### config.mk
export PLATFORM = sky130hd
export DESIGN_NAME = sac_ram
export DESIGN_NICKNAME = d
export VERILOG_FILES = /design/src/rtl/sac_ram.sv
export SDC_FILE = /design/constraint.sdc
export NUM_CORES = 1
export LEC_CHECK = 0
export BUFFER_PORTS_ARGS = -buffer_cell sky130_fd_sc_hd__buf_2
export CORE_ASPECT_RATIO = 1.2
export CORE_MARGIN = 3
export CORE_UTILIZATION = 27
export DETAILED_ROUTE_END_ITERATION = 10
export SLEW_MARGIN = 20
export SYNTH_ARGS = -nofsm -noshare
export SYNTH_HDL_FRONTEND = slang
export SYNTH_SLANG_ARGS = --single-unit
### constraint.sdc
create_clock -name clk -period 6.27 [get_ports clk]
set_clock_uncertainty 0.2 [all_clocks]
set_input_delay 1.254 -clock clk [delete_from_list [all_inputs] [get_ports clk]]
set_output_delay 1.254 -clock clk [all_outputs]
set_load 0.1 [all_outputs]
### src/rtl/sac_ram.sv
`timescale 1ns / 1ps
`default_nettype none
module sac_ram #(
  parameter int WIDTH = 8,
  parameter int DEPTH = 16
) (
  input  wire logic                                clk,
  input  wire logic                                we,
  input  wire logic [(DEPTH > 1 ? $clog2(DEPTH) : 1)-1:0] waddr,
  input  wire logic [WIDTH-1:0]                    wdata,
  input  wire logic                                re,
  input  wire logic [(DEPTH > 1 ? $clog2(DEPTH) : 1)-1:0] raddr,
  output logic      [WIDTH-1:0]                    rdata
);

  logic [WIDTH-1:0] mem [DEPTH];

  always_ff @(posedge clk) begin
    if (we) begin
      mem[waddr] <= wdata;
    end
    if (re) begin
      rdata <= mem[raddr];
    end
  end

endmodule
`default_nettype wire

==> reports/metrics.csv <==
stage,metric,value,unit
clock_tree,cts.repair.resized,0,
drt,antenna_left,0,
synthesis,syn_avg_cell_area,22.8,um2
worst_setup_path,crit_type,primary input to flop,
synthesis,ys_seq_area_share,78.1,%
clock_tree,path_clk_slew,0.05,ns
drt,drt_iter0_markers,219,
synthesis,synth_edf_count,136,
die,die_width,133,um
power_and_ir_drop,irDropWorstVdd,168,uV
drt,drt-pass1-iter-count,4,
timing,finalCritPeriodShare,45.8,%
drt,wl,10800,um
final_layout,nNetsFinal,285,
power_and_ir_drop,leakage,1.96,nW
placement,place.port_buffers,26,
synthesis,synth_area_leaders,"edfxtp_1, mux4_2, mux4_1",
synthesis,synth_nets,248,
synthesis,netlist.area_leader.share,78.1,%
timing,slew_viol_final,0,
drt,wl_per_cell,20.3,um
final_layout,diodes,0,
clock_tree,ctsHoldBuffers,0,
global_route,grt_pass1_vias,2549,
worst_setup_path,cp.required,6.22,ns
worst_setup_path,slowest_stage,mux4_1,
die,initial_core_util,27.6,%
clock_tree,cts_root_buf,clkbuf_16,
synthesis,synthFlopType,edfxtp_1,
die,core_area,18900,um2
power_and_ir_drop,cellPowerDensity,323,nW/um2
drt,num_vias,2415,
final_layout,drive_gt1_share,25.0,%
global_route,grt_max_degree,33,
clock_tree,cts-htree-levels,4,
synthesis,synth.distinct_cells,18,
clock_tree,clk_latency,0.41,ns
placement,place_congestion,0.728,
worst_setup_path,path_cells,buf_4 > mux4_1 > a22oi_1 > nand2_1,
synthesis,synth.most_common_cell,edfxtp_1,
synthesis,muxShareOfSynthArea,14.8,%
worst_setup_path,critPathLaunchType,primary input,
clock_tree,cts_tree,yes,
die,fp.dieH,158,um
synthesis,synth_common_cells,"edfxtp_1, mux4_2, a22oi_1",
final_layout,stdcell_area,6090,um2
final_layout,area_growth,16.6,%
worst_setup_path,worst-path-max-fanout,32,
worst_setup_path,worst_setup_path_end_kind,flop,
timing,worst_slew_pin_slew,0.969,ns
timing,timing.hold.ws,0.556,ns
global_route,grt_overflow,0,
die,rows,55,
global_route,antenna_found_initial,0,
worst_setup_path,cpPeakStageDelay,0.65,ns
drt,vias_per_cell,4.54,
synthesis,synth-simple-area-share,3.14,%
min_path,hold_path.class,flop to flop,
drt,post-route-drc-count,0,
synthesis,yosys_register_bits,136,
global_route,track_usage,10.8,%
die,dieArea,21100,um2
timing,finalSetupTns,0,ns
timing,hold_violations,0,
status,outcome,"finished, final reports clean",
flow_run,drv_cap,0,
synthesis,synth_compound_area_share,2.30,%
synthesis,synthXorXnorAreaFrac,0,%
synthesis,ys_warn_count,0,
timing,finalSetupViolCount,0,
synthesis,synth_top_family_by_area,multiplexers,
timing,min_period,2.87,ns
clock_tree,cts_buffers,17,
worst_setup_path,crit_buf_inv,1,
synthesis,synth_area,5230,um2
clock_tree,cts_setup_buffers,0,
clock_tree,cts.path.max_buffers,2,
global_route,grt_pass1_wl,16200,um
timing,relSlewSlack,35.2,%
worst_setup_path,crit_arrival,2.82,ns
synthesis,netlist_instances,229,
timing,rsz0062_at_grt,no,
placement,place_area,5620,um2
die,ios,27,
clock_tree,cts_num_sinks,136,
final_layout,fillers,1814,
synthesis,ys_async_sr_fraction,0,%
timing,max_freq,348,MHz
synthesis,synth_fa_ha_area_share,0,%
synthesis,yosysTopAreaCell,edfxtp_1,
placement,dp.final_hpwl,6860,um
worst_setup_path,crit_family,multiplexers,
## logic make-up after synthesis
family | count (synthesis)
AOI/OAI and AO/OA | 16
buffers and inverters | 10
DFF | 136
muxes | 32
and+or+nand+nor | 35
## flip-flops by register name, indices dropped and copies added, names as in the netlist
register	cells
rdata	8
mem	128
## cells in the final DEF, fill, tap and decap left out
| cell type | synthesis | final |
|---|---|---|
| edfxtp_1 | 136 | 136 |
| buf_2 | 3 | 25 |
| mux4_2 | 18 | 18 |
| clkbuf_16 | 0 | 17 |
| a22oi_1 | 16 | 16 |
| mux4_1 | 14 | 14 |
| nor2_1 | 13 | 13 |
| nand2_1 | 9 | 9 |
| clkinv_1 | 0 | 6 |
| clkbuf_1 | 0 | 3 |
| clkinv_2 | 0 | 3 |
| buf_4 | 1 | 3 |
| nand3b_1 | 2 | 2 |
| nor3_2 | 0 | 2 |
| nand2b_1 | 2 | 2 |
| nor3_1 | 4 | 2 |
| nor2b_1 | 1 | 1 |
| and2_1 | 1 | 1 |
| and2b_1 | 1 | 1 |
| nand3_1 | 1 | 1 |
| or3b_2 | 1 | 1 |
## per-layer routing
metal | global-route usage, % | vias up | share of wire (%)
met5 | 0 | - | 0
met4 | 3.56 | 0 | 1.2
met3 | 3.54 | 11 | 6.0
met2 | 16.7 | 84 | 49
met1 | 14.4 | 1270 | 44
li1 | - | 1050 | -
## worst paths after layout
check	start	to	slack, ns	cells after the start
max	raddr[0]	rdata[4]$_DFFE_PP_	3.40	4
min	mem[15][0]$_DFFE_PP_	rdata[0]$_DFFE_PP_	0.56	3
max reg2reg	mem[1][0]$_DFFE_PP_	rdata[0]$_DFFE_PP_	4.54	3
min reg2reg	mem[15][0]$_DFFE_PP_	rdata[0]$_DFFE_PP_	0.56	3
## stage by stage
stage	std cells	setup slack, ns	utilization [%]	total power [mW]
6_report	532	3.40	32.2	1.97
2_1_floorplan	229	3.32	-	1.13
4_1_cts	532	3.02	32.2	1.99
3_3_place_gp	503	2.58	29.7	1.17
3_5_place_dp	503	2.58	29.7	1.17
5_1_grt	532	3.28	32.2	2.04
## layout make-up
class / instances / area, um2 / area share [%]
multi-input cells: 83 / 1070 / 17.5
repair buffers: 28 / 148 / 2.42
clock inverters: 9 / 37.5 / 0.616
well taps: 256 / 320 / 5.26
flip-flops and latches: 136 / 4080 / 67.0
clock buffers: 20 / 437 / 7.17
## power breakdown
part | total, mW | internal [mW] | switching, mW
Combinational | 0.122 | 0.0357 | 0.0863
Sequential | 1.03 | 1.03 | 0.00605
Clock | 0.815 | 0.485 | 0.329
Total | 1.97 | 1.55 | 0.422
## tightest hold or removal path: cells and delay by family, from the launching register on
family,cells,cell delay (ns)
flip-flops,1,0.31
multiplexers,1,0.22
AO/OA/AOI/OAI,1,0.06
AND/OR/NAND/NOR,1,0.06
(Power assumes the default switching activity.)
