[config.mk]
export PLATFORM = sky130hd
export DESIGN_NAME = sac_lookup
export DESIGN_NICKNAME = d
export VERILOG_FILES = /design/src/rtl/sac_pkg.sv /design/src/rtl/sac_lookup.sv
export SDC_FILE = /design/constraint.sdc
export NUM_CORES = 1
export LEC_CHECK = 0
export ABC_AREA = 1
export ABC_CLOCK_PERIOD_IN_PS = 7970
export BUFFER_PORTS_ARGS = -buffer_cell sky130_fd_sc_hd__buf_2
export CELL_PAD_IN_SITES_DETAIL_PLACEMENT = 0
export CELL_PAD_IN_SITES_GLOBAL_PLACEMENT = 1
export CORE_AREA = 2 2 476 478
export DETAILED_ROUTE_END_ITERATION = 10
export DIE_AREA = 0 0 478 480
export GPL_ROUTABILITY_DRIVEN = 0
export PLACE_DENSITY_LB_ADDON = 0.2
export SETUP_SLACK_MARGIN = 0.5
export SLEW_MARGIN = 30
export SYNTH_ARGS = -nofsm -noshare
export SYNTH_HDL_FRONTEND = slang
export SYNTH_SLANG_ARGS = --single-unit
export TNS_END_PERCENT = 5
[constraint.sdc]
create_clock -name vclk -period 7.97
set_input_delay 1.594 -clock vclk [all_inputs]
set_output_delay 1.594 -clock vclk [all_outputs]
set_load 0.005 [all_outputs]
[src/rtl/sac_pkg.sv]
`timescale 1ns / 1ps
`default_nettype none
package sac_pkg;

  localparam int DEF_MAX_SETS  = 256;
  localparam int DEF_WAYS      = 8;
  localparam int DEF_ADDR_BITS = 32;

  localparam int CFG_DW   = 32;
  localparam int CFG_AW   = 3;
  localparam int REG_W    = 4;
  localparam int IN_DW    = 32;
  localparam int OUT_DW   = 40;
  localparam int WAY_FW   = 3;
  localparam int EV_AW    = 32;
  localparam int IDX_W    = 15;
  localparam int MOD_K    = 28;

  localparam logic REG_OFFSET = 1'b0;
  localparam logic REG_INDEX  = 1'b1;

  localparam logic [REG_W-1:0] OFFSET_RST = 4'd5;
  localparam logic [REG_W-1:0] INDEX_RST  = 4'd6;

  typedef struct packed {
    logic              hit;
    logic [WAY_FW-1:0] way;
    logic              evicted;
    logic [EV_AW-1:0]  ev_addr;
    logic              wb;
  } result_t;

endpackage
`default_nettype wire

[src/rtl/sac_lookup.sv]
`timescale 1ns / 1ps
`default_nettype none
module sac_lookup #(
  parameter int WAYS = sac_pkg::DEF_WAYS,
  parameter int AW   = sac_pkg::DEF_ADDR_BITS
) (
  input  wire logic [WAYS*(2+2*AW+(WAYS > 1 ? $clog2(WAYS) : 1))-1:0] rd_row,
  input  wire logic                                                    row_init,
  input  wire logic [AW-1:0]                                           block,
  input  wire logic [AW-1:0]                                           addr,
  input  wire logic                                                    is_write,
  output sac_pkg::result_t                                             res,
  output logic      [WAYS*(2+2*AW+(WAYS > 1 ? $clog2(WAYS) : 1))-1:0] wr_row
);

  import sac_pkg::*;

  localparam int WAY_W   = (WAYS > 1) ? $clog2(WAYS) : 1;
  localparam int RANK_W  = WAY_W;
  localparam int ENTRY_W = 2 + 2 * AW + RANK_W;
  localparam logic [RANK_W-1:0] LAST_RANK = RANK_W'(WAYS - 1);

  logic [AW-1:0]     tag_a  [WAYS];
  logic [AW-1:0]     addr_a [WAYS];
  logic [RANK_W-1:0] rank_a [WAYS];
  logic [WAYS-1:0]   valid_a;
  logic [WAYS-1:0]   dirty_a;

  logic [AW-1:0]     tag_n  [WAYS];
  logic [AW-1:0]     addr_n [WAYS];
  logic [RANK_W-1:0] rank_n [WAYS];
  logic [WAYS-1:0]   valid_n;
  logic [WAYS-1:0]   dirty_n;

  logic              hit;
  logic              any_free;
  logic [WAY_W-1:0]  hit_w;
  logic [WAY_W-1:0]  free_w;
  logic [WAY_W-1:0]  vic_w;
  logic [WAY_W-1:0]  sel_w;
  logic [RANK_W-1:0] old_rank;
  logic              evicted;

  always_comb begin
    for (int j = 0; j < WAYS; j++) begin
      tag_a[j]  = rd_row[j*ENTRY_W +: AW];
      addr_a[j] = rd_row[j*ENTRY_W + AW +: AW];
      if (row_init) begin
        rank_a[j]  = rd_row[j*ENTRY_W + 2*AW +: RANK_W];
        valid_a[j] = rd_row[j*ENTRY_W + 2*AW + RANK_W];
        dirty_a[j] = rd_row[j*ENTRY_W + 2*AW + RANK_W + 1];
      end else begin
        rank_a[j]  = RANK_W'(WAYS - 1 - j);
        valid_a[j] = 1'b0;
        dirty_a[j] = 1'b0;
      end
    end
  end

  // lowest matching way, lowest free way, last way of oldest rank
  always_comb begin
    hit      = 1'b0;
    any_free = 1'b0;
    hit_w    = '0;
    free_w   = '0;
    vic_w    = '0;
    for (int j = WAYS - 1; j >= 0; j--) begin
      if (valid_a[j] && (tag_a[j] == block)) begin
        hit   = 1'b1;
        hit_w = WAY_W'(j);
      end
      if (!valid_a[j]) begin
        any_free = 1'b1;
        free_w   = WAY_W'(j);
      end
    end
    for (int j = 0; j < WAYS; j++) begin
      if (rank_a[j] == LAST_RANK) begin
        vic_w = WAY_W'(j);
      end
    end
  end

  assign sel_w    = hit ? hit_w : (any_free ? free_w : vic_w);
  assign evicted  = !hit && !any_free;
  assign old_rank = rank_a[sel_w];

  always_comb begin
    for (int j = 0; j < WAYS; j++) begin
      tag_n[j]   = tag_a[j];
      addr_n[j]  = addr_a[j];
      valid_n[j] = valid_a[j];
      dirty_n[j] = dirty_a[j];
      rank_n[j]  = rank_a[j];
      if (rank_a[j] < old_rank) begin
        rank_n[j] = rank_a[j] + RANK_W'(1);
      end
      if (WAY_W'(j) == sel_w) begin
        rank_n[j] = '0;
        if (!hit) begin
          tag_n[j]   = block;
          addr_n[j]  = addr;
          valid_n[j] = 1'b1;
          dirty_n[j] = 1'b0;
        end
        if (is_write) begin
          dirty_n[j] = 1'b1;
        end
      end
      wr_row[j*ENTRY_W +: ENTRY_W] = {dirty_n[j], valid_n[j], rank_n[j], addr_n[j], tag_n[j]};
    end
  end

  always_comb begin
    res.hit     = hit;
    res.way     = WAY_FW'(sel_w);
    res.evicted = evicted;
    res.ev_addr = evicted ? EV_AW'(addr_a[sel_w]) : '0;
    res.wb      = !hit && dirty_a[sel_w];
  end

endmodule
`default_nettype wire

==> summary.md <==
| Metric | Value |
|---|---|
| Status | `completed` |
| Final slew viol count | `0` |
| Sequential cell area | `0 um2` |
| Synth warn | `0` |
| Cell depth of the worst hold path | `4` |
| Initial antenna violation count | `142` |
| Main combinational cell family by area after synthesis | `compound AO/OA/AOI/OAI gates` |
| Finished layout cell area | `24800 um2` |
| Pwr dens | `~70 nW/um2` |
| Full die area | `229000 um2` |
| Vias | `27300` |
| Synth cell types | `44` |
| Most frequent CP cell | `nor2_1` |
| Data arrival, critical path | `5.94 ns` |
| Post-route setup TNS | `0 ns` |
| P&R area growth vs syn | `87.5%` |
| Nets | `4567` |
| Drt total wl | `roughly 260 mm` |
| Seq/Total Area, Yosys | `0%` |
| Via-to-Cell Ratio | `about 3.9` |
| CP max FO | `just over 60` |
| Crit-path max cell delay | `0.70 ns` |
| Die height | `between 400 and 500 um` |
| Total Routing Usage GR | `about 22%` |
| # setup viols final | `0` |
| First-pass GRT wire length | `322 mm` |
| Post-synthesis net count | `about 3300` |
| Slew headroom | `between 40 and 50%` |
| Initial core utilization | `just under 6%` |
| CP top delay family | `simple AND/OR/NAND/NOR gates` |
| Seq_cells | `0` |
| Grt ovf | `0` |
| Synth Area in Adders | `2.18%` |
| Period utilization | `94.6%` |
| Worst Setup Start Kind | `input pin` |
| Fin crit period | `between 7 and 8 ns` |
| Synth Area in Simple Gates | `36.7%` |
| Setup Crit Path Kind | `in2out` |
| Buf/Inv on CP | `5` |
| Clock Buffer Count | `0` |
| Port bufs | `roughly 1200` |
| Max VDD drop | `0.0217 mV` |
| Post-synthesis compound-gate area fraction | `37.3%` |
| Worst-path cell chain | `buf_2, inv_2, o21ai_0, nor2_1, nand2_1, nor2_1, nand3_2, o21ai_2, nor2_4, and2_4, nand2_2, nand2_8, buf_4, nand2_4, buf_12, o22ai_1, a211oi_1, nor2_1, nor2_1, buf_2` |
| Share of layout cells above drive strength 1 | `about two fifths` |
| Levels on crit path | `20` |
| Slowest-stage cell, CP | `a211oi_1` |
| DR DRC count | `0` |
| I/O pin count | `1208` |
| Worst-Margin Slew | `0.838 ns` |
| Row Count | `174` |
| Number of global-route vias before repair | `approximately 27000` |
| 1st-iter DRT viols | `2405` |
| Xor/xnor cell area share of the yosys netlist | `5.44%` |
| Post-DP HPWL | `approximately 230 mm` |
| Fmax | `133 MHz` |
| Drt wl/cell | `37.6 um` |
| CP startpoint | `block[19]` |
| HP Class | `in2out` |
| Largest net degree at the start of global routing | `62` |
| Worst setup path endpoint | `res[17]` |
| Core region area | `224000 um2` |
| Chip Width | `roughly 480 um` |
| Static Leak | `12.5 nW` |
| Synth Cell Area | `13200 um2` |
| Mapped Cells | `2689` |
| First-pass DRT Iterations | `6` |
| Crit path required time | `6.38 ns` |
| RSZ-0062 raised after global routing | `true` |
| Dpl cell area | `24000 um2` |
| CP Capture Type | `output port` |
| Max-Cap Viols | `0` |
| Syn avg cell area | `just under 5 um2` |
| Mux cell area share after synthesis | `0.0853%` |
| Final hold vios | `0` |
| DRT antenna net count | `0` |
## placed cells by master (no fill, tap or decap), drive strengths merged
cell	count
xor2	10
inv	375
diode	42
nand2	795
clkinvlp	3
nand3	75
o22ai	301
xnor2	72
a211oi	59
nand3b	4
buf	1427
o2111ai	1
or2	1
o21bai	1
o221ai	42
nor3	5
ha	23
clkinv	1
o31ai	1
a21oi	16
nor2	251
a21boi	1
clkbuf	3
o211ai	4
a22o	2
nand4	39
mux2	1
and2	1
a31oi	11
nor4	2
o21ai	397
## power breakdown
part	internal [mW]	switching (mW)	total (mW)
clock	0.000000689	0	0.000000690
sequential	0	0	0
combinational	0.549	1.17	1.72
## timing repair
action	CTS	global route
pin swaps	3	10
setup endpoints to repair	563	88
gates cloned	0	1
buffers inserted	3	12
hold buffers	0	0
gates resized for setup	78	41
## worst min-delay path by stage
stage                     start          end  slack, ns
floorplan            rd_row[10]   wr_row[10]       3.29
global placement     rd_row[36]   wr_row[36]       3.50
detailed placement  rd_row[371]  wr_row[371]       3.51
CTS                 rd_row[371]  wr_row[371]       3.51
global route        rd_row[455]  wr_row[455]       3.54
finish              rd_row[114]  wr_row[114]       3.52
## kinds of logic after synthesis
| kind of cell | after synthesis |
|---|---|
| xor+xnor | 82 |
| fa+ha+maj | 23 |
| simple gates | 1172 |
| compound gates | 836 |
| buf+inv | 575 |
| mux | 1 |
## tightest hold or removal path: cells and delay by family
family | cells | cell delay (ns)
AO/OA/AOI/OAI | 2 | 0.13
buffers and inverters | 2 | 0.20
## routing by layer
metal  up-vias  GRT usage [%]  share of wire, %
met4        40           8.00               5.0
met3       410           4.30               6.6
li1      11600              -                 -
met2      1767           40.9                52
met5         -              0              0.11
met1     13500           23.3                37
## per-stage QoR
| step | utilization (%) | power, mW | setup slack, ns | hold WS [ns] | cells |
|---|---|---|---|---|---|
| after floorplan | - | 0.570 | 0.973 | 3.29 | 2689 |
| after global placement | 10.7 | 1.72 | -0.689 | 3.50 | 6900 |
| after detailed placement | 10.7 | 1.70 | -0.459 | 3.51 | 6900 |
| after CTS | 10.9 | 1.73 | 0.466 | 3.51 | 6903 |
| after global routing | 11.0 | 1.81 | 0.452 | 3.54 | 6938 |
| final | 11.1 | 1.72 | 0.432 | 3.52 | 6958 |
## layout make-up
type	count	area [um2]
tap	2992	3740
timing repair buffer	1430	8240
multi-input combinational	2115	11200
fill	27000	199000
antenna	42	105
inverter	379	1480
## synthesized netlist by cell type, types with 2 or more instances
| cell | n | area [um2] |
|---|---|---|
| nand2_8 | 2 | 40.0 |
| nand3b_1 | 4 | 30.0 |
| xor2_1 | 10 | 87.6 |
| nand2_4 | 2 | 22.5 |
| a22o_1 | 2 | 17.5 |
| buf_4 | 27 | 203 |
| o21ai_1 | 118 | 591 |
| a21oi_1 | 16 | 80.1 |
| a31oi_1 | 11 | 68.8 |
| nand4_1 | 39 | 244 |
| clkbuf_1 | 78 | 293 |
| inv_2 | 34 | 128 |
| xnor2_1 | 72 | 631 |
| nor2_1 | 234 | 878 |
| inv_1 | 344 | 1290 |
| o22ai_1 | 300 | 1880 |
| nor2_8 | 2 | 40.0 |
| buf_2 | 80 | 400 |
| buf_1 | 4 | 15.0 |
| a211oi_1 | 59 | 443 |
| o21ai_0 | 278 | 1390 |
| nand2_2 | 18 | 113 |
| nand3_2 | 4 | 40.0 |
| nand2_1 | 772 | 2900 |
| nor3_1 | 5 | 25.0 |
| nor4_1 | 2 | 12.5 |
| buf_6 | 7 | 78.8 |
| nor2_2 | 7 | 43.8 |
| o221ai_1 | 42 | 368 |
| ha_1 | 23 | 288 |
| nor2_4 | 8 | 90.1 |
| nand3_1 | 71 | 355 |
| o211ai_1 | 3 | 22.5 |
(Power assumes the default switching activity.)
